<file path="src/hw/rtl/convex_polygon_sat_collision_core_defines.svh">
// Shared assertion macros for the collision core.
// Each macro samples on clk and is disabled while rst_n is low.
`ifndef CONVEX_POLYGON_SAT_COLLISION_CORE_DEFINES_SVH
`define CONVEX_POLYGON_SAT_COLLISION_CORE_DEFINES_SVH

// Same-cycle check: when cond holds, conseq must hold as well
`define CPSAT_CHECK(label, cond, conseq, msg) \
    label: assert property (@(posedge clk) disable iff (!rst_n) (cond) |-> (conseq)) \
        else $error(msg);

// Next-cycle check: when cond holds, conseq must hold in the cycle after
`define CPSAT_CHECK_NEXT(label, cond, conseq, msg) \
    label: assert property (@(posedge clk) disable iff (!rst_n) (cond) |=> (conseq)) \
        else $error(msg);

`endif

</file>
<file path="src/hw/rtl/cpsat_pkg.sv">
`timescale 1ns / 1ps

package cpsat_pkg;

    localparam int MAX_VERTICES = 16;
    localparam int COORD_WIDTH  = 16;
    localparam int IDX_W        = $clog2(MAX_VERTICES);
    localparam int CNT_W        = $clog2(MAX_VERTICES + 1);
    localparam int NUM_AXES     = 2 * MAX_VERTICES;
    localparam int EDGE_W       = COORD_WIDTH + 1;
    localparam int PROD_W       = EDGE_W + COORD_WIDTH;
    localparam int DOT_W        = PROD_W + 1;

    localparam logic [1:0] STATUS_OK       = 2'd0;
    localparam logic [1:0] STATUS_OVERFLOW = 2'd1;
    localparam logic [1:0] STATUS_EMPTY    = 2'd2;

    localparam logic POLY_FIRST  = 1'b0;
    localparam logic POLY_SECOND = 1'b1;

    typedef enum logic [1:0] {
        S_IDLE,
        S_LOAD,
        S_RUN
    } state_t;

    // Input word
    typedef struct packed {
        logic                          func;
        logic signed [COORD_WIDTH-1:0] vertex_x;
        logic signed [COORD_WIDTH-1:0] vertex_y;
        logic                          pair_done;
    } item_t;

    // Result word
    typedef struct packed {
        logic       intersect_res;
        logic [1:0] status;
    } result_t;

    typedef struct packed {
        logic signed [COORD_WIDTH-1:0] x;
        logic signed [COORD_WIDTH-1:0] y;
    } vertex_t;

    // One projection axis (edge normal) waiting to enter the cell row
    typedef struct packed {
        logic                     valid;
        logic                     last;
        logic signed [EDGE_W-1:0] ax;
        logic signed [EDGE_W-1:0] ay;
    } axis_t;

    // Axis plus running projection intervals of both polygons
    typedef struct packed {
        logic                     valid;
        logic                     last;
        logic signed [EDGE_W-1:0] ax;
        logic signed [EDGE_W-1:0] ay;
        logic                     have1;
        logic signed [DOT_W-1:0]  min1;
        logic signed [DOT_W-1:0]  max1;
        logic                     have2;
        logic signed [DOT_W-1:0]  min2;
        logic signed [DOT_W-1:0]  max2;
    } token_t;

    // Edge from cur to nxt, turned into its normal (-ey, ex)
    function automatic axis_t make_axis(vertex_t cur, vertex_t nxt, logic act);
        logic signed [EDGE_W-1:0] ex;
        logic signed [EDGE_W-1:0] ey;
        axis_t                    a;
        ex      = EDGE_W'(nxt.x) - EDGE_W'(cur.x);
        ey      = EDGE_W'(nxt.y) - EDGE_W'(cur.y);
        a.valid = act;
        a.last  = 1'b0;
        a.ax    = -ey;
        a.ay    = ex;
        return a;
    endfunction

endpackage

</file>
<file path="src/hw/rtl/cpsat_judge.sv">
`timescale 1ns / 1ps
`include "convex_polygon_sat_collision_core_defines.svh"

module cpsat_judge
    import cpsat_pkg::*;
(
    input  logic       clk,
    input  logic       rst_n,
    input  token_t     tok,
    input  logic       err_valid,
    input  logic [1:0] err_status,
    output logic       done,
    output result_t    result
);

    logic    sep_reg, sep_next;
    logic    done_reg, done_next;
    result_t result_reg, result_next;
    logic    gap;
    logic    hit;

    // Test the gap between the two projection intervals
    assign gap = (tok.min1 < tok.min2) ? (tok.min2 > tok.max1) : (tok.min1 > tok.max2);
    assign hit = tok.valid && gap;

    // Accumulate separation over all axes; report on the closing axis or on an error word
    always_comb
    begin
        sep_next    = sep_reg;
        done_next   = 1'b0;
        result_next = result_reg;
        if (tok.last)
        begin
            sep_next                  = 1'b0;
            done_next                 = 1'b1;
            result_next.intersect_res = !(sep_reg || hit);
            result_next.status        = STATUS_OK;
        end
        else
        begin
            if (hit)
            begin
                sep_next = 1'b1;
            end
            if (err_valid)
            begin
                done_next                 = 1'b1;
                result_next.intersect_res = 1'b0;
                result_next.status        = err_status;
            end
        end
    end

    always_ff @(posedge clk or negedge rst_n)
    begin
        if (!rst_n)
        begin
            sep_reg  <= 1'b0;
            done_reg <= 1'b0;
        end
        else
        begin
            sep_reg  <= sep_next;
            done_reg <= done_next;
        end
    end

    always_ff @(posedge clk)
    begin
        result_reg <= result_next;
    end

    assign done   = done_reg;
    assign result = result_reg;

    `CPSAT_CHECK(a_tok_has_both, tok.valid, tok.have1 && tok.have2, "axis without both intervals")
    `CPSAT_CHECK(a_interval_order, tok.have1, tok.min1 <= tok.max1, "first interval inverted")
    `CPSAT_CHECK(a_error_no_hit, done && result.status != STATUS_OK, !result.intersect_res, "error word flags hit")

endmodule

</file>
<file path="config.mk">
export PLATFORM = sky130hd
export DESIGN_NAME = cpsat_judge
export DESIGN_NICKNAME = d
export VERILOG_FILES = /design/src/hw/rtl/cpsat_pkg.sv /design/src/hw/rtl/cpsat_judge.sv
export VERILOG_INCLUDE_DIRS = /design/src /design/src/hw/rtl
export SDC_FILE = /design/constraint.sdc
export NUM_CORES = 1
export LEC_CHECK = 0
export ABC_AREA = 1
export BUFFER_PORTS_ARGS = -buffer_cell sky130_fd_sc_hd__buf_2
export CAP_MARGIN = 5
export CORE_UTILIZATION = 40
export DETAILED_ROUTE_END_ITERATION = 8
export GPL_TIMING_DRIVEN = 0
export PLACE_DENSITY = 0.78
export SYNTH_ARGS = -nofsm -noshare
export SYNTH_HDL_FRONTEND = slang
export SYNTH_SLANG_ARGS = --single-unit
</file>
<file path="constraint.sdc">
create_clock -name clk -period 0.8 [get_ports clk]
set_input_delay 0.04 -clock clk [delete_from_list [all_inputs] [get_ports clk]]
set_output_delay 0.04 -clock clk [all_outputs]
set_load 0.05 [all_outputs]
</file>
* Yosys cells after proc, flatten, opt, wreduce, memory -nomap -nowiden
Index checks and enable logic that the tools add are counted.
** Storage, ports and cells
- Flip-flop bits (word level) :: 5
- Word-level logic and storage cells :: 19
- Bits of input ports :: 179
** Cells by class
- Multiplexer cells :: 7
- $lt $le $gt $ge :: 3
- Reduce and logical (&&, ||, !) cells :: 5
** Operators with widths (number)
- $gt 34x34->1 :: 2
- $lt 34x34->1 :: 1
- $mux 3 :: 2
- $mux 1 :: 5
- $reduce_bool 2->1 :: 2
- $logic_and 1x1->1 :: 1
- $logic_not 1->1 :: 1
- $logic_or 1x1->1 :: 1

* Logic depth before layout (Yosys ltp)
- Depth after elaboration :: 6
- Gate-level depth with buffers :: 18

* Worst setup path after synthesis
No wires, ideal clock.
- Kind :: input port to flip-flop
- From :: in tok[67] in the netlist's numbering
- To :: reg result_reg (netlist bit result[2]), data pin
- Stages :: 14
- Library setup time :: 253 ps
- Arrival :: 1301 ps
- Path buffers :: 0
- Setup slack :: -754 ps
- Path through :: inv_1 -> ha_1 -> nand2_1 -> inv_1 -> nor3_1 -> nand2_1 -> a21oi_1 -> nand2_1 -> nand2_1 -> nand2_1 -> nand2_1 -> nand3_2 -> nand2_1 -> nor2_1
** RTL lines
- from (decl) :: RTL line cpsat_judge.sv:9 : input token_t tok,
- to (signal assigned) :: RTL line cpsat_judge.sv:70 : result_reg <= result_next;
- to (decl) :: RTL line cpsat_judge.sv:18 : result_t result_reg, result_next;

==> results.py <==
metrics = {
    "global_route": {
        "grt_max_degree": 6,
        "grt.met2_usage": 0.4719,
        "overflow": 0,
        "grt_pass1_wl_um": 14310,
        "grt_use_met1": 0.2430,
        "grt-busiest-layer": "met2",
        "grt_use_total": 0.2247,
        "antenna_found_initial": 0,
        "met3_usage": 0.01754,
        "grt_pass1_vias": 3658,
    },
    "placement": {
        "gp_congestion": 0.8335,
        "portBuffers": 146,
        "dpl_cell_area_um2": 4264,
        "dp_slack_ps": -1051,
        "dp_hpwl_um": 7583,
    },
    "logic_synthesis": {
        "synthMostInstantiatedCell": "inv_1",
        "syn_nets": 786,
        "yosysSeqAreaShare": 0.03926,
        "synth_common_cells": "inv_1 (143), nand2_1 (127), ha_1 (101)",
        "syn-cell-area_um2": 3059,
        "yosys.area.top_type": "ha_1",
        "synth_area_leaders": "ha_1 (41%), inv_1 (18%), nand2_1 (16%)",
        "yosys_register_bits": 5,
        "synthArstFlopShare": 0.4000,
        "synth_top_area_share": 0.4131,
        "synthCells": 506,
        "ys.warnings.count": 0,
        "syn_area_per_cell_um2": 6.046,
        "synth.distinct_cells": 22,
        "synth_edf_count": 1,
        "ys.flop_type": "dfxtp_1",
    },
    "detailed_routing": {
        "num_vias": 3819,
        "drt_wl_total_um": 10340,
        "drtIter0Drc": 63,
        "drc": 0,
        "antenna_left": 0,
        "wl_per_cell_um": 13.40,
        "vias_per_cell": 4.953,
        "first_pass_iters": 4,
    },
    "finish": {
        "syn_to_final_growth_pct": 79.63,
        "drive_gt1_frac": 0.5565,
        "final_area_um2": 5495,
        "largest_register_ffs": 3,
        "layout.nets": 953,
        "antenna_cells": 0,
    },
    "sta": {
        "skew_ps": 0.08055,
        "finalSetupViolations": 3,
        "timing.final.hold_violations": 0,
        "rsz0062_at_grt": "true",
        "worst_slack_ps": -739.5,
        "timing.final.crit_share": 1.924,
        "fmax_mhz": 649.5,
        "min_period_ps": 1540,
        "max-slew-margin-rel": 0.8168,
        "finalMaxSlewViolations": 0,
        "timing.setup.tns_ps": -1338,
        "tightest_slew_ps": 272.7,
        "hold_ws_ps": 48.41,
    },
    "power": {
        "ir_drop_uv": 446.4,
        "p_per_area_nw_per_um2": 691.5,
        "p_leak_nw": 2.909,
    },
    "clock_tree": {
        "cts.sinks": 5,
        "cts-root-buf": "clkbuf_8",
        "cts.clk_slew.worst_paths_ps": 40,
        "cts_made_buffers": 3,
        "cts_tree": "built",
        "htree_levels": 1,
        "insertion_delay_ps": 230,
        "clockBufferDepth": 2,
    },
    "floorplan": {
        "dieHeight_um": 89.45,
        "core_um2": 7331,
        "die_x_um": 89.45,
        "initial_core_util": 0.4173,
        "dieArea_um2": 8001,
        "num_rows": 31,
        "ioPinCount": 183,
    },
    "worst_hold_path": {
        "hold_class": "input port to flip-flop",
        "min_from": "err_status[0]",
    },
    "critical_path": {
        "crit_type": "input port to flip-flop",
        "required_ps": 780,
        "crit_path_start": "tok[82]",
        "critical_path_arrival_ps": 1520,
        "start_kind": "input port",
        "cp_max_fo": 2,
        "rr_startpoint": "sep_reg",
        "endpoint_kind": "flip-flop",
    },
    "outcome": {
        "violations": "negative setup slack",
        "outcome": "finished, violations left",
    },
    "flow_run": {
        "maxCapViolations": 0,
    },
}
==> critical path, cell delays in order <==
cell and delay (ps):
buf_2 100, inv_1 90, ha_4 220, a21oi_2 210
a21oi_2 100, nor2_1 120, nand2_1 70, nand2_1 90
nand2_1 50, nand2_1 70, nand3_2 80, nand2_2 80
nand3_2 80, nand2_1 70, nor2_1 50
==> metrics by stage <==
step           std cells  utilization  total power [mW]
6_report             771       0.7496             3.800
5_1_grt              771       0.7496             4.158
4_1_cts              762       0.6576             3.215
3_5_place_dp         751       0.5817             2.359
3_3_place_gp         751       0.5817             2.263
2_1_floorplan        506            -             1.575
==> what timing repair did <==
action                                 4_1_cts  5_1_grt
buffers inserted                             5        9
endpoints found under the hold margin        3        0
gates resized for setup                     99      146
setup endpoints to repair                    6        4
hold buffers                                 2        0
pin swaps                                   55       89
==> worst paths after layout <==
path	end	slack (ps)	depth (start not counted)
max	result[2]	-740	15
min	result[0]	50	3
max reg2reg	result[2]	90	3
min reg2reg	result[1]	500	2
max in group asynchronous	sep_reg	570	2
min in group asynchronous	done	140	2
==> routing by layer <==
layer  wire length [um]  up-vias
met2               5691      132
met5                  0        -
met1               4016     1744
met3                390       22
met4                237        0
li1                   -     1921
==> where the power goes <==
group / switching [mW] / internal, mW
Clock: 0.141 / 0.344
Combinational: 1.57 / 1.45
Sequential: 0.00935 / 0.286
Total: 1.72 / 2.08
==> cell type report <==
type	count	area, um2
timing repair buffer	162	1044
multi-input combinational	358	3578
clock buffer	4	45.04
tap	99	123.9
inverter	143	581.8
sequential	5	122.6
fill	524	1836
==> cell usage in the layout, fill, tap and decap left out, drive strengths merged <==
cell / count
buf: 160
inv: 143
nand2: 127
ha: 101
nor2: 38
a21oi: 37
nand3: 17
o21ai: 9
nand4: 7
nor3: 7
a21o: 6
clkbuf: 4
o21a: 3
o21bai: 2
dfrtp: 2
dlygate4sd3: 2
dfxtp: 2
nand3b: 1
a21boi: 1
nor4: 1
and3: 1
edfxtp: 1
==> cell families after synthesis <==
group | Yosys count | share of synthesized area
and+or+nand+nor | 199 | 0.2675
buffers and inverters | 143 | 0.1755
adders and majority gates | 101 | 0.4131
AOI/OAI and AO/OA | 58 | 0.1047
DFF | 5 | 0.03927
(Power assumes the default switching activity.)
