<file path="src/hw/rtl/convex_polygon_sat_collision_core_defines.svh">
// Shared assertion macros for the collision core.
// Each macro samples on clk and is disabled while rst_n is low.
`ifndef CONVEX_POLYGON_SAT_COLLISION_CORE_DEFINES_SVH
`define CONVEX_POLYGON_SAT_COLLISION_CORE_DEFINES_SVH

// Same-cycle check: when cond holds, conseq must hold as well
`define CPSAT_CHECK(label, cond, conseq, msg) \
    label: assert property (@(posedge clk) disable iff (!rst_n) (cond) |-> (conseq)) \
        else $error(msg);

// Next-cycle check: when cond holds, conseq must hold in the cycle after
`define CPSAT_CHECK_NEXT(label, cond, conseq, msg) \
    label: assert property (@(posedge clk) disable iff (!rst_n) (cond) |=> (conseq)) \
        else $error(msg);

`endif

</file>
<file path="src/hw/rtl/cpsat_pkg.sv">
`timescale 1ns / 1ps

package cpsat_pkg;

    localparam int MAX_VERTICES = 16;
    localparam int COORD_WIDTH  = 16;
    localparam int IDX_W        = $clog2(MAX_VERTICES);
    localparam int CNT_W        = $clog2(MAX_VERTICES + 1);
    localparam int NUM_AXES     = 2 * MAX_VERTICES;
    localparam int EDGE_W       = COORD_WIDTH + 1;
    localparam int PROD_W       = EDGE_W + COORD_WIDTH;
    localparam int DOT_W        = PROD_W + 1;

    localparam logic [1:0] STATUS_OK       = 2'd0;
    localparam logic [1:0] STATUS_OVERFLOW = 2'd1;
    localparam logic [1:0] STATUS_EMPTY    = 2'd2;

    localparam logic POLY_FIRST  = 1'b0;
    localparam logic POLY_SECOND = 1'b1;

    typedef enum logic [1:0] {
        S_IDLE,
        S_LOAD,
        S_RUN
    } state_t;

    // Input word
    typedef struct packed {
        logic                          func;
        logic signed [COORD_WIDTH-1:0] vertex_x;
        logic signed [COORD_WIDTH-1:0] vertex_y;
        logic                          pair_done;
    } item_t;

    // Result word
    typedef struct packed {
        logic       intersect_res;
        logic [1:0] status;
    } result_t;

    typedef struct packed {
        logic signed [COORD_WIDTH-1:0] x;
        logic signed [COORD_WIDTH-1:0] y;
    } vertex_t;

    // One projection axis (edge normal) waiting to enter the cell row
    typedef struct packed {
        logic                     valid;
        logic                     last;
        logic signed [EDGE_W-1:0] ax;
        logic signed [EDGE_W-1:0] ay;
    } axis_t;

    // Axis plus running projection intervals of both polygons
    typedef struct packed {
        logic                     valid;
        logic                     last;
        logic signed [EDGE_W-1:0] ax;
        logic signed [EDGE_W-1:0] ay;
        logic                     have1;
        logic signed [DOT_W-1:0]  min1;
        logic signed [DOT_W-1:0]  max1;
        logic                     have2;
        logic signed [DOT_W-1:0]  min2;
        logic signed [DOT_W-1:0]  max2;
    } token_t;

    // Edge from cur to nxt, turned into its normal (-ey, ex)
    function automatic axis_t make_axis(vertex_t cur, vertex_t nxt, logic act);
        logic signed [EDGE_W-1:0] ex;
        logic signed [EDGE_W-1:0] ey;
        axis_t                    a;
        ex      = EDGE_W'(nxt.x) - EDGE_W'(cur.x);
        ey      = EDGE_W'(nxt.y) - EDGE_W'(cur.y);
        a.valid = act;
        a.last  = 1'b0;
        a.ax    = -ey;
        a.ay    = ex;
        return a;
    endfunction

endpackage

</file>
<file path="src/hw/rtl/cpsat_cell.sv">
`timescale 1ns / 1ps

module cpsat_cell
    import cpsat_pkg::*;
(
    input  logic             clk,
    input  logic             rst_n,
    input  logic [IDX_W-1:0] idx,
    input  logic             wr_first,
    input  logic             wr_second,
    input  vertex_t          wdata,
    input  logic [CNT_W-1:0] n_first,
    input  logic [CNT_W-1:0] n_second,
    input  vertex_t          next_first,
    input  vertex_t          next_second,
    input  vertex_t          head_first,
    input  vertex_t          head_second,
    output vertex_t          own_first,
    output vertex_t          own_second,
    output axis_t            axis_first,
    output axis_t            axis_second,
    input  token_t           tok_in,
    output token_t           tok_out
);

    vertex_t v_first_reg;
    vertex_t v_second_reg;

    token_t tok_a_reg;
    token_t tok_b_reg;
    token_t tok_b_next;

    logic signed [PROD_W-1:0] prod_fx_reg, prod_fx_next;
    logic signed [PROD_W-1:0] prod_fy_reg, prod_fy_next;
    logic signed [PROD_W-1:0] prod_sx_reg, prod_sx_next;
    logic signed [PROD_W-1:0] prod_sy_reg, prod_sy_next;

    logic signed [DOT_W-1:0] dot_first;
    logic signed [DOT_W-1:0] dot_second;

    logic [CNT_W-1:0] idx_w;
    logic             act_first;
    logic             act_second;
    logic             wrap_first;
    logic             wrap_second;

    assign idx_w       = CNT_W'(idx);
    assign act_first   = idx_w < n_first;
    assign act_second  = idx_w < n_second;
    assign wrap_first  = !((idx_w + CNT_W'(1)) < n_first);
    assign wrap_second = !((idx_w + CNT_W'(1)) < n_second);

    // Hold this cell's vertex of each polygon
    always_ff @(posedge clk)
    begin
        if (wr_first)
        begin
            v_first_reg <= wdata;
        end
        if (wr_second)
        begin
            v_second_reg <= wdata;
        end
    end

    assign own_first  = v_first_reg;
    assign own_second = v_second_reg;

    // Form the edge normal; the last vertex closes back to vertex 0
    assign axis_first  = make_axis(v_first_reg,
                                   wrap_first ? head_first : next_first, act_first);
    assign axis_second = make_axis(v_second_reg,
                                   wrap_second ? head_second : next_second, act_second);

    // Stage A: project this cell's vertices onto the passing axis
    assign prod_fx_next = PROD_W'(tok_in.ax) * PROD_W'(v_first_reg.x);
    assign prod_fy_next = PROD_W'(tok_in.ay) * PROD_W'(v_first_reg.y);
    assign prod_sx_next = PROD_W'(tok_in.ax) * PROD_W'(v_second_reg.x);
    assign prod_sy_next = PROD_W'(tok_in.ay) * PROD_W'(v_second_reg.y);

    always_ff @(posedge clk)
    begin
        prod_fx_reg <= prod_fx_next;
        prod_fy_reg <= prod_fy_next;
        prod_sx_reg <= prod_sx_next;
        prod_sy_reg <= prod_sy_next;
    end

    always_ff @(posedge clk or negedge rst_n)
    begin
        if (!rst_n)
        begin
            tok_a_reg <= '0;
            tok_b_reg <= '0;
        end
        else
        begin
            tok_a_reg <= tok_in;
            tok_b_reg <= tok_b_next;
        end
    end

    // Stage B: sum the products and widen the running intervals
    assign dot_first  = DOT_W'(prod_fx_reg) + DOT_W'(prod_fy_reg);
    assign dot_second = DOT_W'(prod_sx_reg) + DOT_W'(prod_sy_reg);

    always_comb
    begin
        tok_b_next = tok_a_reg;
        if (tok_a_reg.valid && act_first)
        begin
            if (!tok_a_reg.have1)
            begin
                tok_b_next.have1 = 1'b1;
                tok_b_next.min1  = dot_first;
                tok_b_next.max1  = dot_first;
            end
            else
            begin
                if (dot_first < tok_a_reg.min1)
                begin
                    tok_b_next.min1 = dot_first;
                end
                if (dot_first > tok_a_reg.max1)
                begin
                    tok_b_next.max1 = dot_first;
                end
            end
        end
        if (tok_a_reg.valid && act_second)
        begin
            if (!tok_a_reg.have2)
            begin
                tok_b_next.have2 = 1'b1;
                tok_b_next.min2  = dot_second;
                tok_b_next.max2  = dot_second;
            end
            else
            begin
                if (dot_second < tok_a_reg.min2)
                begin
                    tok_b_next.min2 = dot_second;
                end
                if (dot_second > tok_a_reg.max2)
                begin
                    tok_b_next.max2 = dot_second;
                end
            end
        end
    end

    assign tok_out = tok_b_reg;

endmodule

</file>
<file path="config.mk">
export PLATFORM = sky130hd
export DESIGN_NAME = cpsat_cell
export DESIGN_NICKNAME = d
export VERILOG_FILES = /design/src/hw/rtl/convex_polygon_sat_collision_core_defines.svh /design/src/hw/rtl/cpsat_pkg.sv /design/src/hw/rtl/cpsat_cell.sv
export SDC_FILE = /design/constraint.sdc
export NUM_CORES = 2
export LEC_CHECK = 0
export BUFFER_PORTS_ARGS = -buffer_cell sky130_fd_sc_hd__buf_2
export CAP_MARGIN = 10
export CORE_ASPECT_RATIO = 1.1
export CORE_MARGIN = 5
export CORE_UTILIZATION = 55
export CTS_CLUSTER_DIAMETER = 120
export DETAILED_ROUTE_END_ITERATION = 12
export MAX_ROUTING_LAYER = met4
export PLACE_DENSITY = 0.86
export RECOVER_POWER = 25
export SLEW_MARGIN = 20
export SYNTH_ARGS = -nofsm -noshare
export SYNTH_HDL_FRONTEND = slang
export SYNTH_SLANG_ARGS = --single-unit
</file>
<file path="constraint.sdc">
create_clock -name clk -period 15.6 [get_ports clk]
set_clock_uncertainty 0.1 [all_clocks]
set_input_delay 2.34 -clock clk [delete_from_list [all_inputs] [get_ports clk]]
set_output_delay 2.34 -clock clk [all_outputs]
set_load 0.005 [all_outputs]
</file>
* After elaboration in Yosys (flattened, before gate mapping)
Cells that the tools add are included.
Storage, ports and cells: bits in registers 544, output and inout port bits 310, word-level logic and storage cells 61
Cells by class: add/sub/neg operators 9, multipliers 4, $lt $le $gt $ge 8, muxes and demuxes 10, reductions and logical operators 2
Operator list (count):
- two-way mux 69 bit | 2
- two-way mux 34 bit | 4
- two-way mux 68 bit | 2
- multiplier 17 x 16 -> 33 bit | 4
- adder 33 x 33 -> 34 bit | 2
- greater-than comparator 34 bit | 2
- < comparator 34 bit | 2
- subtractor 16 x 16 -> 17 bit | 4
- two-way mux 32 bit | 2
- negation 17 bit | 2
- < comparator 4 x 5 -> 1 bit | 2
- < comparator 5 bit | 2
- adder 4 x 1 -> 5 bit, second input constant | 1
- logical AND 1 bit | 2

* Logic depth before layout (Yosys ltp)
depth in word-level cells 5, depth in mapped cells 24

* Least setup slack after synthesis
Ideal clock, no wire load.
path type in2out, start input port idx[0], end output port axis_first[14] in the netlist's numbering, arrival time 6391 ps, required time 13160 ps, path slack 6769 ps, stages 22, buffers on the path 2, cell sequence ha_1 ha_1 a21o_1 a21oi_1 nor2b_1 o21ai_0 nand2b_1 clkbuf_1 buf_1 mux2i_1 ha_1 inv_1 fa_1 a21o_1 a21oi_1 nor2b_1 o21a_1 a21bo_2 a41oi_1 a211oi_1 a2111oi_0 nor3_1
RTL lines:
- from (decl) | line cpsat_cell.sv:8 | input logic [IDX_W-1:0] idx,
- to (decl) | line cpsat_cell.sv:20 | output axis_t axis_first,

==> results.yml <==
final_layout:
  final_cells: 8979
  drive_gt1_share_pct: 12.6
  syn_to_final_growth_pct: 10.8
  layout.nets: 9359
floorplanning:
  fp.dieW_um: 342
  fp-row-count: 134
  fp.dieArea_um2: 128000
  coreArea_um2: 121000
  initial_core_util_pct: 55.1
  die_h_um: 375
  pin_count: 662
cts:
  clk_latency_ns: 0.68
  cts_resized: 0
  cts_tree: "done"
  hold_buffers: 0
  clock_sinks: 544
  cts_setup_buffers: 0
  cts_buffer_depth: 3
  cts_buffers: 67
  path_clk_slew_ns: 0.07
  ctsRootBufferMaster: "clkbuf_16"
  htreeDepth: 3
flow_run:
  drv_cap: 24
place:
  dp_worst_setup_slack_ns: 5.42
  hpwlAfterDp_um: 147000
  port_buffers: 659
  place_congestion: 0.950
  dp.cells: 8844
global_routing:
  grt_pass1_wl_um: 299000
  antenna_found_initial: 14
  overflow: 0
  globalRouteTotalUtil_pct: 30.6
  grt_pass1_vias: 55800
  grt_max_degree: 170
worst_setup_path:
  worstPathArrival_ns: 7.72
  cpMostUsedCell: "ha_1"
  worstPathCellList: "buf_2 > ha_1 > ha_1 > a21o_1 > a21oi_1 > nor2b_1 > o21ai_0 > nand2b_2 > buf_4 > mux2_2 > ha_1 > fa_1 > nor2b_1 > o21ai_0 > a21boi_0 > o211ai_1 > a21oi_1 > a2111oi_0 > nor3_1 > a2111oi_0 > nor3_1 > buf_2"
  crit_slowest_cell: "nor3_1"
  worstSetupEndpointType: "output pin"
  slowest_delay_ns: 0.59
  start_kind: "primary input"
  required_ns: 13.16
  worstSetupPathType: "in2out"
  r2r_slack_ns: 8.34
  worst-path-max-fanout: 21
routing:
  via_per_inst: 5.63
  vias: 50600
  drtPass1Iterations: 7
  wl_um: 189000
  wl_per_cell_um: 21.0
  ant_nets: 0
  drtIter0Drc: 3884
  drc: 0
sta:
  rsz0062_at_grt: "no"
  tns_ns: 0
  worst_pin_slew_ns: 3.80
  layout_setup_ws_ns: 5.44
  hold_viol: 0
  whs_ns: 0.235
  fmax_ghz: 0.0985
  slew_violations: 836
  fin_crit_sh_pct: 65.1
  fin_crit_ns: 10.16
  maxSlewHeadroom_pct: -153
  finalSetupViolations: 0
synth:
  post_synth.cell_area_avg_um2: 9.91
  syn_area_um2: 66800
  syn_inst: 6738
  synth_cell_type_count: 88
  yosys.cell_count.top_type: "inv_1"
  synth_top_area_share_pct: 33.3
  synth_edf_count: 64
  yosys_warnings: 0
  synth_ff_type: "dfrtp_1"
  ys_top_cells_by_area: "fa_1, dfrtp_1, ha_1, inv_1, and2_1"
  ys_ff_latch: 544
  async_reset_ff_share_pct: 64.0
  yosysTopAreaCell: "fa_1"
  yosys-top-cells-count: "inv_1, fa_1, nand2_1, ha_1, and2_1"
  ys_seq_area_share_pct: 19.9
run_status:
  failed_checks: "max-capacitance violations, max-slew violations"
  outcome: "finished with violations"
hold_path:
  hold_class: "reg2reg"
## critical path, delay by kind of cell
family	cells	cell delay, ns
AO/OA/AOI/OAI	9	1.71
adder cells (fa/ha/maj)	4	1.27
buffers and inverters	3	0.67
multiplexers	1	0.34
AND/OR/NAND/NOR	5	1.35
## stage by stage
stage,cell area (µm²),util [%]
2_1_floorplan,66800,-
3_3_place_gp,71500,59.1
3_5_place_dp,71500,59.1
4_1_cts,74000,61.1
5_1_grt,74000,61.1
6_report,74000,61.1
## logic make-up after synthesis
group | count (synthesis) | synth area share (%)
xor+xnor | 251 | 3.29
simple gates | 1689 | 12.6
flops | 544 | 19.9
compound gates | 689 | 6.81
mux | 201 | 3.32
buf+inv | 1638 | 9.25
fa+ha+maj | 1725 | 44.8
other cells | 1 | 0.00562
## worst paths after layout
path / from / endpoint / depth (start not counted)
max: idx[0] / axis_first[31] / 22
min: tok_a_reg[154] / tok_out[154] / 0
max reg2reg: own_second[17] / prod_sx_reg[32] / 18
min reg2reg: tok_a_reg[154] / tok_out[154] / 0
max in group asynchronous: rst_n / tok_out[134] / 4
min in group asynchronous: rst_n / tok_out[154] / 1
## per-layer routing
metal	vias to the layer above	track usage, %	share of wire, %
met3	796	5.01	8.1
met1	25400	36.3	37
met4	0	17.7	7.0
li1	22000	-	-
met5	-	-	0
met2	2488	49.5	48
## layout make-up
| cell class | instances | area, µm² |
|---|---|---|
| Antenna cell | 12 | 30.0 |
| Clock buffer | 76 | 1790 |
| Clock inverter | 46 | 684 |
| Fill cell | 9571 | 47100 |
| Inverter | 1420 | 5330 |
| Multi-Input combinational cell | 4557 | 47300 |
| Sequential cell | 544 | 13300 |
| Tap cell | 1632 | 2040 |
| Timing Repair Buffer | 692 | 3470 |
## cell usage in the layout (no fill, tap or decap), types with 117 or more instances in the layout
cell type and count:
a21oi_1 196, nor2_1 196, dfxtp_1 132, o21ai_0 119, dfrtp_1 348, nand2_1 633
buf_2 576, fa_1 1110, xnor2_1 198, inv_1 1420, a21o_1 117, mux2_2 160
ha_1 615, and2_1 529
Power is not shown: default switching activity piles up to over one toggle a cycle in this logic, so the estimate is an artifact.
