## config.mk

```make
export PLATFORM = sky130hd
export DESIGN_NAME = cpsat_axis_chain
export DESIGN_NICKNAME = d
export VERILOG_FILES = /design/src/hw/rtl/convex_polygon_sat_collision_core_defines.svh /design/src/hw/rtl/cpsat_pkg.sv /design/src/hw/rtl/cpsat_axis_chain.sv
export SDC_FILE = /design/constraint.sdc
export NUM_CORES = 2
export LEC_CHECK = 0
export BUFFER_PORTS_ARGS = -buffer_cell sky130_fd_sc_hd__buf_2
export CAP_MARGIN = 30
export CORE_AREA = 2 2 462 464
export DETAILED_ROUTE_END_ITERATION = 12
export DIE_AREA = 0 0 464 466
export PLACE_DENSITY_LB_ADDON = 0.12
export SLEW_MARGIN = 20
export SYNTH_ARGS = -nofsm -noshare
export SYNTH_HDL_FRONTEND = slang
export SYNTH_SLANG_ARGS = --single-unit
```

## constraint.sdc

```tcl
create_clock -name clk -period 0.8 [get_ports clk]
set_input_delay 0.08 -clock clk [delete_from_list [all_inputs] [get_ports clk]]
set_output_delay 0.08 -clock clk [all_outputs]
set_load 0.005 [all_outputs]
```

## src/hw/rtl/convex_polygon_sat_collision_core_defines.svh

```systemverilog
// Shared assertion macros for the collision core.
// Each macro samples on clk and is disabled while rst_n is low.
`ifndef CONVEX_POLYGON_SAT_COLLISION_CORE_DEFINES_SVH
`define CONVEX_POLYGON_SAT_COLLISION_CORE_DEFINES_SVH

// Same-cycle check: when cond holds, conseq must hold as well
`define CPSAT_CHECK(label, cond, conseq, msg) \
    label: assert property (@(posedge clk) disable iff (!rst_n) (cond) |-> (conseq)) \
        else $error(msg);

// Next-cycle check: when cond holds, conseq must hold in the cycle after
`define CPSAT_CHECK_NEXT(label, cond, conseq, msg) \
    label: assert property (@(posedge clk) disable iff (!rst_n) (cond) |=> (conseq)) \
        else $error(msg);

`endif

```

## src/hw/rtl/cpsat_pkg.sv

```systemverilog
`timescale 1ns / 1ps

package cpsat_pkg;

    localparam int MAX_VERTICES = 16;
    localparam int COORD_WIDTH  = 16;
    localparam int IDX_W        = $clog2(MAX_VERTICES);
    localparam int CNT_W        = $clog2(MAX_VERTICES + 1);
    localparam int NUM_AXES     = 2 * MAX_VERTICES;
    localparam int EDGE_W       = COORD_WIDTH + 1;
    localparam int PROD_W       = EDGE_W + COORD_WIDTH;
    localparam int DOT_W        = PROD_W + 1;

    localparam logic [1:0] STATUS_OK       = 2'd0;
    localparam logic [1:0] STATUS_OVERFLOW = 2'd1;
    localparam logic [1:0] STATUS_EMPTY    = 2'd2;

    localparam logic POLY_FIRST  = 1'b0;
    localparam logic POLY_SECOND = 1'b1;

    typedef enum logic [1:0] {
        S_IDLE,
        S_LOAD,
        S_RUN
    } state_t;

    // Input word
    typedef struct packed {
        logic                          func;
        logic signed [COORD_WIDTH-1:0] vertex_x;
        logic signed [COORD_WIDTH-1:0] vertex_y;
        logic                          pair_done;
    } item_t;

    // Result word
    typedef struct packed {
        logic       intersect_res;
        logic [1:0] status;
    } result_t;

    typedef struct packed {
        logic signed [COORD_WIDTH-1:0] x;
        logic signed [COORD_WIDTH-1:0] y;
    } vertex_t;

    // One projection axis (edge normal) waiting to enter the cell row
    typedef struct packed {
        logic                     valid;
        logic                     last;
        logic signed [EDGE_W-1:0] ax;
        logic signed [EDGE_W-1:0] ay;
    } axis_t;

    // Axis plus running projection intervals of both polygons
    typedef struct packed {
        logic                     valid;
        logic                     last;
        logic signed [EDGE_W-1:0] ax;
        logic signed [EDGE_W-1:0] ay;
        logic                     have1;
        logic signed [DOT_W-1:0]  min1;
        logic signed [DOT_W-1:0]  max1;
        logic                     have2;
        logic signed [DOT_W-1:0]  min2;
        logic signed [DOT_W-1:0]  max2;
    } token_t;

    // Edge from cur to nxt, turned into its normal (-ey, ex)
    function automatic axis_t make_axis(vertex_t cur, vertex_t nxt, logic act);
        logic signed [EDGE_W-1:0] ex;
        logic signed [EDGE_W-1:0] ey;
        axis_t                    a;
        ex      = EDGE_W'(nxt.x) - EDGE_W'(cur.x);
        ey      = EDGE_W'(nxt.y) - EDGE_W'(cur.y);
        a.valid = act;
        a.last  = 1'b0;
        a.ax    = -ey;
        a.ay    = ex;
        return a;
    endfunction

endpackage

```

## src/hw/rtl/cpsat_axis_chain.sv

```systemverilog
`timescale 1ns / 1ps

module cpsat_axis_chain
    import cpsat_pkg::*;
(
    input  logic                   clk,
    input  logic                   rst_n,
    input  logic                   load,
    input  logic                   shift,
    input  axis_t [NUM_AXES-1:0]   axes_in,
    output axis_t                  head
);

    axis_t slot_reg  [NUM_AXES];
    axis_t slot_next [NUM_AXES];

    // Load every edge normal at once, then drain them toward the head
    always_comb
    begin
        for (int i = 0; i < NUM_AXES; i++)
        begin
            slot_next[i] = slot_reg[i];
        end
        if (load)
        begin
            for (int i = 0; i < NUM_AXES; i++)
            begin
                slot_next[i]      = axes_in[i];
                slot_next[i].last = 1'b0;
            end
            slot_next[NUM_AXES-1].last = 1'b1;
        end
        else if (shift)
        begin
            for (int i = 0; i < NUM_AXES - 1; i++)
            begin
                slot_next[i] = slot_reg[i+1];
            end
            slot_next[NUM_AXES-1] = '0;
        end
    end

    always_ff @(posedge clk or negedge rst_n)
    begin
        if (!rst_n)
        begin
            for (int i = 0; i < NUM_AXES; i++)
            begin
                slot_reg[i] <= '0;
            end
        end
        else
        begin
            for (int i = 0; i < NUM_AXES; i++)
            begin
                slot_reg[i] <= slot_next[i];
            end
        end
    end

    assign head = slot_reg[0];

endmodule

```

[Word-level counts from Yosys, hierarchy flattened]
Index checks and enable logic that the tools add are counted.
Storage, ports and cells
  output and inout bits: 36
  register bits after elaboration: 1152
  word-level logic and storage cells: 131
Cells by class
  reduce and logical (&&, ||, !) cells: 1
  mux-type cells: 2
Operator list (number)
  two-way mux 1152 bit: 2
  nonzero test 2 bit: 1

[Logic depth before layout (Yosys ltp)]
  word-level depth: 2
  gate-level depth with buffers: 6

[Worst setup path before layout]
OpenSTA, ideal clock, no wires.
  kind: input to register
  start point: input port shift
  end point: register slot_reg[1006] (netlist bit)
  library setup time: 0.132 ns
  stages: 6
  required time: 0.668 ns
  arrival time: 0.952 ns
  buffers on the path: 4
  slack: -0.284 ns
  cells stage by stage: buf_2 > buf_4 > buf_4 > buf_4 > mux2i_1 > nor2_1
On the way
  longest elaborated chain between the ends: 1
RTL lines
  from (decl): RTL line cpsat_axis_chain.sv:9  | input logic shift,
  nonzero test 2 bit (no line)
  to (signal, indexed assignment): RTL line cpsat_axis_chain.sv:56  | slot_reg[i] <= slot_next[i];
  to (decl): RTL line cpsat_axis_chain.sv:14  | axis_t slot_reg [NUM_AXES];
No other way between the ends.
A chain may end at the register's enable or synchronous reset.

[Worst setup path after layout]
  start point: register slot_reg (netlist bit head[26])
  end point: output port head[26] (netlist bit)
RTL lines
  to (decl): RTL line cpsat_axis_chain.sv:11  | output axis_t head
No word-level cell between the ends.

==> run summary <==
The flow ran to the end, but the final reports show violations. The checks that failed: setup timing. The worst hold path terminates at slot_reg[101]$_DFFE_PN0P_. The number of flip-flops in the largest register was 1116; the violation count after the first detailed-route iteration was 2665. The worst setup path is captured at an output port. The wire-length estimate of the detail-placed layout is 170 mm. The vertical extent of the die is 466 um.

Setup slack on the worst reg-to-reg path comes out at -0.20 ns. The tools report the proportion of power drawn by combinational gates as 0.173. The number of global-route vias before repair was 52600; the areal power density over the cells was 1900 mW/mm2. CTS built an H-tree with a depth of 4. TritonCTS built the clock tree. The source of the critical timing path is head[26]$_DFFE_PN0P_. The run gives 9103 as the final net count. The worst hold path was traced through 5 stages. The count of boundary I/O pins is 1192, and the TritonCTS sink count is 1152. The fraction of layout instances using a drive strength above 1 came out at 0.229. In this run, CTS created clock tree buffers numbering 145.

The net switching share of the total power came out at 0.274. The startpoint identified for the worst hold timing path is shift. Wires add up to 240 mm. The tools report the maximum buffer depth of the clock tree as 3. Counting the fill cells in the layout gives 20500. Average wire length per cell after detail routing: 22.0 um. The die is 464 um wide. The number of nets with antenna violations after routing came out at 0. Entering global routing, the biggest net connects 69 pins. The worst-case clock skew was 0.0315 ns. For the relative contribution of sequential cells to total power, the log shows 0.422. The path class of the tightest hold or removal check is in2reg. The run gives 0.409 as the core occupancy in the finished layout. The tools report the endpoint of the most critical register-to-register path as head[26]$_DFFE_PN0P_. The finished layout holds 10900 standard cells, fillers aside. The count of max-cap constraint violations is 0.

The worst reg2reg path depth was 4; the largest fanout on the critical path was 2. The headroom to the max-slew limit is 0.603, and the transition at the pin with the smallest max-transition slack is 0.593 ns. Static timing analysis puts the maximum clock frequency at 647 MHz. The number of buffers added on ports came out at 1159.

The clock period minus final worst setup slack was 1.54 ns; the max-slew violation count was 0. The initial antenna violation count was 33. The worst register-to-register path begins at head[26]$_DFFE_PN0P_. The data required time at the worst endpoint is 0.72 ns, and the total placed cells including tap cells is 8870.

The clock insertion delay at the later pin of the skew report was 0.80 ns; the leakage power of the design was 41.4 nW. The netlist uses 14 different library cells. The slack of the critical path is -0.745 ns, and the final worst-path cycle share is 1.93. The CTS clock-pin slew for the worst setup and hold paths was 0.06 ns. The tools report the net count after synthesis as 6148. The total number of vias came out at 49200. The run gives 0.211 mm2 as the core footprint.

Dividing the synthesized area by the synthesized cell count gives 10.5 um2. Data arrives at the worst endpoint at 1.46 ns. The run gives 0.405 as the fraction of power consumed by the clock network. The start-to-end type of the worst setup path was reg2out.

The number of synthesis warnings is 0. Before antenna repair, the detailed router went through 7 iterations. In this run, synthesis produced a sequential element count of 1152. The global-route wire length before repair is 343 mm.

The final RePlAce weighted congestion came out at 0.872. Number of DRC violations after detailed routing: 0. Setup repair after global routing could not meet its margin everywhere. The setup-violating endpoint count in the final report came out at 253. From synthesis to final layout, the design area changed by 65.3%. The number of hold-slack violations in the final timing report was 0. For the worst voltage drop across the vdd grid, the log shows 2.14 mV.

After synthesis the cells add up to 0.0523 mm2. The initial standard-cell utilization of the core was 0.248; the sequential fraction of the synthesis area was 0.551. Buffer type at the clock tree root: sky130_fd_sc_hd__clkbuf_16. The floorplan has 169 rows. The tools report the kind of start point of the critical path as a register. The global router's overall resource usage came out at 0.212. The synthesized instance count was 4992; the die footprint was 0.216 mm2. The tools report the total internal power as 0.119 W.

Dividing the detail-routed via count by the number of cells gives 4.51. After global routing the overflow that remains totals 0. Switching power total: 0.0449 W.
==> synthesized netlist by cell type <==
master | n | share of area
sky130_fd_sc_hd__nor2_1 | 31 | 0.0022
sky130_fd_sc_hd__clkbuf_1 | 212 | 0.015
sky130_fd_sc_hd__inv_1 | 1 | 0.000072
sky130_fd_sc_hd__nand2_1 | 1120 | 0.080
sky130_fd_sc_hd__buf_6 | 2 | 0.00043
sky130_fd_sc_hd__buf_1 | 19 | 0.0014
sky130_fd_sc_hd__mux2i_1 | 1116 | 0.21
sky130_fd_sc_hd__buf_2 | 40 | 0.0038
sky130_fd_sc_hd__o21ai_0 | 907 | 0.087
sky130_fd_sc_hd__o21ai_1 | 213 | 0.020
sky130_fd_sc_hd__a21o_1 | 1 | 0.00014
sky130_fd_sc_hd__buf_4 | 143 | 0.021
sky130_fd_sc_hd__dfrtp_1 | 1152 | 0.55
sky130_fd_sc_hd__nand2b_1 | 35 | 0.0042
==> per-stage QoR <==
| step | hold slack (ns) | worst slack (ns) | area (um2) | setup TNS, ns | power [W] |
|---|---|---|---|---|---|
| final | 0.00803 | -0.745 | 86500 | -54.59 | 0.164 |
| after global routing | 0.00604 | -0.824 | 86500 | -63.21 | 0.172 |
| after CTS | -0.195 | -0.835 | 85200 | -139.09 | 0.165 |
| after detailed placement | 0.195 | -0.527 | 63400 | -470.95 | 0.0908 |
| after global placement | 0.196 | -0.526 | 63400 | -463.57 | 0.0905 |
| after floorplan | -0.216 | -0.158 | 52600 | -161.07 | 0.0784 |
==> metal layers <==
| layer | GRT usage | up-vias | part of all wire | wire length, um |
|---|---|---|---|---|
| met4 | 0.112 | 4 | 0.055 | 13100 |
| met5 | 0 | - | 0.00010 | 25 |
| met2 | 0.355 | 1502 | 0.48 | 115000 |
| li1 | - | 23100 | - | - |
| met3 | 0.0305 | 467 | 0.039 | 9420 |
| met1 | 0.265 | 24100 | 0.43 | 102000 |
==> timing repair <==
item                                     CTS  global route
pin swaps                                  0            23
hold buffers                            1685            19
cloned                                     0            17
resized for setup                        165           457
endpoints found under the setup margin   161           803
buffers inserted                           8            45
hold endpoints to repair                2284            81
==> critical path: stages (launching register included) <==
cell                      delay (ns)
sky130_fd_sc_hd__dfrtp_2        0.44
sky130_fd_sc_hd__buf_6          0.13
sky130_fd_sc_hd__buf_6          0.10
==> power groups by stage <==
stage	clock network (W)	registers, W	logic, W
after floorplan	0	0.0673	0.0111
after global placement	0	0.0702	0.0203
after detailed placement	0	0.0703	0.0205
after CTS	0.0683	0.0693	0.0274
after global routing	0.0709	0.0698	0.0310
final	0.0663	0.0692	0.0284
==> layout by cell type (no fill, tap or decap), types with 4 or more instances in the layout <==
| cell | instances |
|---|---|
| sky130_fd_sc_hd__buf_12 | 120 |
| sky130_fd_sc_hd__buf_16 | 12 |
| sky130_fd_sc_hd__buf_2 | 1151 |
| sky130_fd_sc_hd__buf_4 | 215 |
| sky130_fd_sc_hd__buf_6 | 21 |
| sky130_fd_sc_hd__bufinv_16 | 7 |
| sky130_fd_sc_hd__clkbuf_1 | 40 |
| sky130_fd_sc_hd__clkbuf_16 | 164 |
| sky130_fd_sc_hd__clkbuf_8 | 34 |
| sky130_fd_sc_hd__clkinv_2 | 23 |
| sky130_fd_sc_hd__clkinv_8 | 6 |
| sky130_fd_sc_hd__dfrtp_1 | 1082 |
| sky130_fd_sc_hd__dfrtp_2 | 70 |
| sky130_fd_sc_hd__diode_2 | 24 |
| sky130_fd_sc_hd__dlygate4sd3_1 | 1623 |
| sky130_fd_sc_hd__dlymetal6s4s_1 | 58 |
| sky130_fd_sc_hd__inv_6 | 4 |
| sky130_fd_sc_hd__mux2i_1 | 1111 |
| sky130_fd_sc_hd__mux2i_2 | 4 |
| sky130_fd_sc_hd__nand2_1 | 1120 |
| sky130_fd_sc_hd__nand2b_1 | 35 |
| sky130_fd_sc_hd__nor2_1 | 31 |
| sky130_fd_sc_hd__o21ai_0 | 498 |
| sky130_fd_sc_hd__o21ai_1 | 620 |
==> layout make-up <==
cell class,count,area [um2],area share
antenna,24,60.1,0.000695
clock buffer,221,4300,0.0497
clock inverter,43,494,0.00572
inverter,1,3.75,0.0000434
multi-input combinational,3423,21400,0.247
sequential,1152,28900,0.334
tap,2821,3530,0.0408
timing repair buffer,3224,27800,0.322
==> worst max path at each step <==
stage                                             to  slack [ns]  depth (start not counted)
after floorplan           slot_reg[1000]$_DFFE_PN0P_       -0.16                          6
after global placement    slot_reg[1013]$_DFFE_PN0P_       -0.53                          5
after detailed placement  slot_reg[1026]$_DFFE_PN0P_       -0.53                          5
after CTS                                   head[26]       -0.84                          2
after global routing                        head[26]       -0.82                          2
final                                       head[26]       -0.74                          2
==> cells by family (layout without fill, tap and decap cells) <==
logic type	Yosys count	after routing	share of synthesized area
and+or+nand+nor	1186	1186	0.0868
DFF	1152	1152	0.551
AOI/OAI and AO/OA	1121	1121	0.107
muxes	1116	1116	0.214
buffers and inverters	417	3489	0.0414
other	0	24	0
No activity file was read; power rests on OpenSTA's default activity.
